===== config.mk =====
export PLATFORM = sky130hd
export DESIGN_NAME = tpg_div
export DESIGN_NICKNAME = d
export VERILOG_FILES = /design/src/tpg_div.sv
export SDC_FILE = /design/constraint.sdc
export NUM_CORES = 2
export LEC_CHECK = 0
export BUFFER_PORTS_ARGS = -buffer_cell sky130_fd_sc_hd__clkbuf_2
export CORE_MARGIN = 5
export CORE_UTILIZATION = 50
export CTS_CLUSTER_DIAMETER = 60
export DETAILED_ROUTE_END_ITERATION = 10
export PLACE_DENSITY = 0.68
export SLEW_MARGIN = 20
export SYNTH_ARGS = -nofsm -noshare
export SYNTH_HDL_FRONTEND = slang
export SYNTH_SLANG_ARGS = --single-unit
export TNS_END_PERCENT = 30

===== constraint.sdc =====
create_clock -name i_clk -period 4.08 [get_ports i_clk]
set_clock_uncertainty 0.1 [all_clocks]
set_input_delay 0.816 -clock i_clk [delete_from_list [all_inputs] [get_ports i_clk]]
set_output_delay 0.816 -clock i_clk [all_outputs]
set_load 0.01 [all_outputs]

===== src/tpg_div.sv =====
// Pipelined restoring divider, one quotient bit per stage, truncating signed result.
// Depends on nothing; a zero divisor raises o_zero.
module tpg_div #(
    parameter int unsigned NB = 25,
    parameter int unsigned DB = 14
) (
    input  logic                 i_clk,
    input  logic                 i_en,
    input  logic                 i_num_neg,
    input  logic [NB-1:0]        i_num_mag,
    input  logic                 i_den_neg,
    input  logic [DB-1:0]        i_den_mag,
    output logic signed [NB:0]   o_quo,
    output logic                 o_zero
);
    logic [DB-1:0] r_rem  [0:NB];
    logic [NB-1:0] r_num  [0:NB];
    logic [NB-1:0] r_quo  [0:NB];
    logic [DB-1:0] r_den  [0:NB];
    logic          r_neg  [0:NB];
    logic          r_zero [0:NB];

    always_ff @(posedge i_clk) begin
        logic [DB:0] t;
        if (i_en) begin
            r_rem[0]  <= '0;
            r_num[0]  <= i_num_mag;
            r_quo[0]  <= '0;
            r_den[0]  <= i_den_mag;
            r_neg[0]  <= i_num_neg ^ i_den_neg;
            r_zero[0] <= (i_den_mag == '0);
            for (int k = 1; k <= NB; k++) begin
                t = {r_rem[k-1], r_num[k-1][NB-1]};
                if (t >= {1'b0, r_den[k-1]}) begin
                    t        = t - {1'b0, r_den[k-1]};
                    r_quo[k] <= {r_quo[k-1][NB-2:0], 1'b1};
                end else begin
                    r_quo[k] <= {r_quo[k-1][NB-2:0], 1'b0};
                end
                r_rem[k]  <= t[DB-1:0];
                r_num[k]  <= {r_num[k-1][NB-2:0], 1'b0};
                r_den[k]  <= r_den[k-1];
                r_neg[k]  <= r_neg[k-1];
                r_zero[k] <= r_zero[k-1];
            end
        end
    end

    always_comb begin
        o_zero = r_zero[NB];
        if (r_neg[NB]) begin
            o_quo = -$signed({1'b0, r_quo[NB]});
        end else begin
            o_quo = $signed({1'b0, r_quo[NB]});
        end
    end
endmodule


=== Yosys cells after proc, flatten, opt, wreduce, memory -nomap -nowiden ===
Memory sizes are Yosys's and may differ from the RTL's.
Cells that the tools add are included.

* Order comparisons: 25
* Reductions and logical operators: 1
* Bitwise operators: 26
* Mux-type cells: 228
* $add $sub $neg: 26

{| class="wikitable"
|+ Operators by type and width
! cell !! number
|-
| $mux 14 || 50
|-
| $mux 25 || 25
|-
| $ge 15x14->1 || 25
|-
| $sub 14x14->14 || 25
|-
| $mux 1 || 152
|-
| $mux 26 || 1
|-
| $neg 25->26 || 1
|-
| $or 1x1->1 || 25
|-
| $logic_not 14->1 || 1
|-
| $xor 1x1->1 || 1
|}

* Memories kept: 6
* Word-level logic and storage cells: 312
* Register bits after elaboration: 0
* RAM bits: 2,080

{| class="wikitable"
|+ Memory list
! name !! depth !! width !! rd ports !! clocked after memory_dff !! write ports !! RTL line !! source
|-
| r_num || 26 || 25 || 25 || 0 || 26 || 17 || <nowiki>logic [NB-1:0] r_num [0:NB];</nowiki>
|-
| r_quo || 26 || 25 || 26 || 0 || 26 || 18 || <nowiki>logic [NB-1:0] r_quo [0:NB];</nowiki>
|-
| r_den || 26 || 14 || 25 || 0 || 26 || 19 || <nowiki>logic [DB-1:0] r_den [0:NB];</nowiki>
|-
| r_rem || 26 || 14 || 25 || 0 || 26 || 16 || <nowiki>logic [DB-1:0] r_rem [0:NB];</nowiki>
|-
| r_neg || 26 || 1 || 26 || 0 || 26 || 20 || <nowiki>logic r_neg [0:NB];</nowiki>
|-
| r_zero || 26 || 1 || 26 || 0 || 26 || 21 || <nowiki>logic r_zero [0:NB];</nowiki>
|}

=== Depth between registers and ports, before layout ===
An unclocked memory read counts as a cell.

* Depth in word-level cells: 6
* Mapped depth: 11
* Mapped depth without buffers: 10

=== Worst setup path after synthesis ===
OpenSTA, ideal clock, no wires.

* Kind: register to register
* From: memory r_den[20][1], in the netlist r_den[5][1]
* To: memory r_rem[21][6], in the netlist r_rem[2][76], data pin
* Library setup time: 260 ps
* Data arrival time: 2,538 ps
* Period minus slack after synthesis: 2,898 ps
* Cell stages (with the launch flop): 12
* Slack: 1,182 ps
* Cell sequence: edfxtp_1 inv_1 ha_1 nor2b_4 o31a_1 o41a_4 a31oi_4 o21ai_2 a41o_1 buf_6 buf_12 mux2_4

{| class="wikitable"
|+ RTL lines
! item !! RTL line
|-
| start, declared || 19
|-
| end, declared || 16
|}

==> metrics <==
P_int=34.7 mW; CTS Sinks=1388; reg2reg path depth=8; Sequential Power Share=40.7%; die area=132000 um^2; total number of vias=34253; Max stage delay cell, worst path=o41ai_1; fin worst setup slack=0.287 ns; Root Buffer=clkbuf_16; Setup TNS=0 ns; largest net degree at the start of global routing=169; utilization after layout=56.5%; Reg clk slew, reported paths=0.06 ns; crit path DAT=2.88 ns; fillers=9808; post-synthesis mux area share=2.94%; CTS max path bufs=3; first-pass GRT wire length=174 mm; Post-synth ARST share=0%; Most used DFF post-synth=edfxtp_1; CTS tree=yes; cts bufs inserted=150; worst path cell trace=nor4_2 > nand3_1 > o41ai_1 > nand2_1 > xor2_1 > clkbuf_2; simple-gate share of the synthesized area=6.55%; register area share after synthesis=66.7%; # IOs=70; synth warn=0; n_diodes=0; Initial DRT Pass Iterations=5; Clk Latency, worst-skew pair=0.77 ns; RSZ-0062 raised after global routing=false; switching share of power=30.8%; Worst Hold Depth=1; part of the cycle the worst path needs=93.0%; Syn Nets=4855; row count=129; largest family of logic cells by synthesized area=compound AO/OA/AOI/OAI gates; HP Class=input pin to flip-flop; Post-Syn Area=62400 um^2; layout cell share with drive strength beyond 1=11.2%; Register Area=41700 um^2; Worst Path Class, Setup=flip-flop to output port; Tot GR Track Use=16.3%; Routed Antenna Nets=0; Setup WS pre-CTS=0.786 ns; EDFF count, synth=1387; cts repair resizes=1; Crit. path cell count=6; clock power share=27.7%; Post-Synthesis Cells=4450; placed cell area=64900 um^2; Worst setup SP type=flip-flop; fmax=0.264 GHz; Die Y-Extent=363 um; #FFs+latches synth=1388; Cells after DPL=6098; combinational share of power=31.6%; Overflow after GRT=0; worst relative slew slack=36.9%; Post-Synth Adder-Cell Area=7.53%; Yosys cell types=85; Port Buffers=69; drt drc=0; maximum vdd drop=489 uV; vias in the first global route=33565; post-route insts no fill=6374; CP max FO=4; initial core utilization=50.4%; Critical Path Sink Type=output port; minimum clock period=3.79 ns; area delta synth->final=12.2%; dpl hpwl=74.4 mm; hold slack=0.115 ns; H-tree depth=4; Largest stage delay, worst path=0.60 ns; hold_buf cts=0; Setup Buffers After CTS=0; Multi-input gate area=18800 um^2; Core Area=124000 um^2; drt total wl=108 mm; Synth Area in Compound Gates=9.62%; Mean Syn Cell Area=14.0 um^2; total power=50.1 mW; PD cells=716 nW/um^2; final RePlAce weighted congestion=0.914; Worst-Margin Slew=0.947 ns; die width=363 um; worst path bufs/invs=1; # setup viols final=0; WL per Instance=16.9 um; Crit path max-delay family=simple AND/OR/NAND/NOR gates; Final Hold Fails=0; Nets=5018; number of max-cap violations=0; LEAKAGE=27.0 nW; status=complete, no violations; initial antenna violation count=0; Vias/cell=5.37; final instance area=70000 um^2; max-slew violations=0; Critical Path RT=3.16 ns; Initial DRC Count=2807; xor and xnor fraction of the mapped netlist area=3.42%; net switching power figure=15.5 mW
-- state kept, by name, summed over array words and instances (netlist names) --
| signal | cells |
|---|---|
| r_den | 350 |
| r_neg | 26 |
| r_num | 325 |
| r_quo | 325 |
| r_rem | 336 |
| r_zero | 26 |
-- final cells by class --
type                            instances  area share, %
Inverter                              424           2.27
Sequential cell                      1388           59.5
Clock inverter                        100           1.85
Timing Repair Buffer                  109           1.10
Multi-Input combinational cell       2540           26.8
Tap cell                             1637           2.92
Clock buffer                          176           5.56
-- worst paths after layout --
check | from | slack (ns) | to
hold reg to reg | r_quo[1][153]$_DFFE_PP_ | 0.31 | r_quo[1][179]$_DFFE_PP_
setup / recovery | r_quo[1][229]$_DFFE_PP_ | 0.29 | o_quo[23]
hold / removal | i_num_mag[0] | 0.12 | r_num[0][0]$_DFFE_PP_
setup reg to reg | r_den[5][15]$_DFFE_PP_ | 0.70 | r_rem[2][88]$_DFFE_PP_
-- cell usage after synthesis, types with 13 or more instances --
master | n | share of area, %
edfxtp_1 | 1387 | 67
inv_1 | 424 | 2.5
ha_1 | 339 | 6.8
a21oi_1 | 291 | 2.3
nor2_1 | 268 | 1.6
nand2_1 | 206 | 1.2
o21ai_0 | 195 | 1.6
xnor2_1 | 142 | 2.0
mux2_2 | 136 | 2.5
xor2_1 | 102 | 1.4
a21o_1 | 96 | 1.2
clkbuf_1 | 80 | 0.48
nand3_1 | 61 | 0.49
o21a_1 | 56 | 0.67
nor2b_1 | 55 | 0.55
nand2b_1 | 49 | 0.49
nor3_1 | 43 | 0.34
a211oi_1 | 31 | 0.37
nand4_1 | 31 | 0.31
and3_1 | 29 | 0.29
and2_1 | 27 | 0.27
o31a_1 | 26 | 0.36
o31ai_1 | 24 | 0.29
a31oi_1 | 23 | 0.23
fa_1 | 23 | 0.74
o211ai_1 | 21 | 0.25
mux2i_1 | 20 | 0.32
o21bai_1 | 20 | 0.24
or2_2 | 16 | 0.16
nor4_1 | 13 | 0.13
-- metal layers --
| layer | vias up | wire length, um | part of all wire [%] | global-route usage, % |
|---|---|---|---|---|
| met5 | - | 0 | 0 | 0 |
| met4 | 0 | 4000 | 3.7 | 6.84 |
| met3 | 216 | 4160 | 3.9 | 3.09 |
| met2 | 634 | 52800 | 49 | 27.5 |
| met1 | 16507 | 46900 | 43 | 21.0 |
| li1 | 16896 | - | - | - |
-- power groups by stage --
| stage | clock (mW) | combinational, mW | sequential (mW) |
|---|---|---|---|
| after detailed placement | 0 | 15.7 | 20.7 |
| after CTS | 14.3 | 15.8 | 20.4 |
| after global placement | 0 | 15.4 | 20.7 |
| after floorplan | 0 | 12.5 | 20.1 |
| final | 13.9 | 15.9 | 20.4 |
| after global routing | 14.9 | 17.7 | 20.6 |
-- cells by family after synthesis --
family	count (synthesis)
flip-flops	1388
AO/OA/AOI/OAI	924
AND/OR/NAND/NOR	847
buffers and inverters	522
adder cells (fa/ha/maj)	362
XOR/XNOR	244
multiplexers	163
-- layout by cell type, fill, tap and decap left out, types with 136 or more instances in the layout --
cell type	n
edfxtp_1	1387
inv_1	424
ha_1	339
a21oi_1	291
nor2_1	268
nand2_1	206
o21ai_0	192
clkbuf_16	150
xnor2_1	142
mux2_2	136
Power figures use the tool's default switching activity.
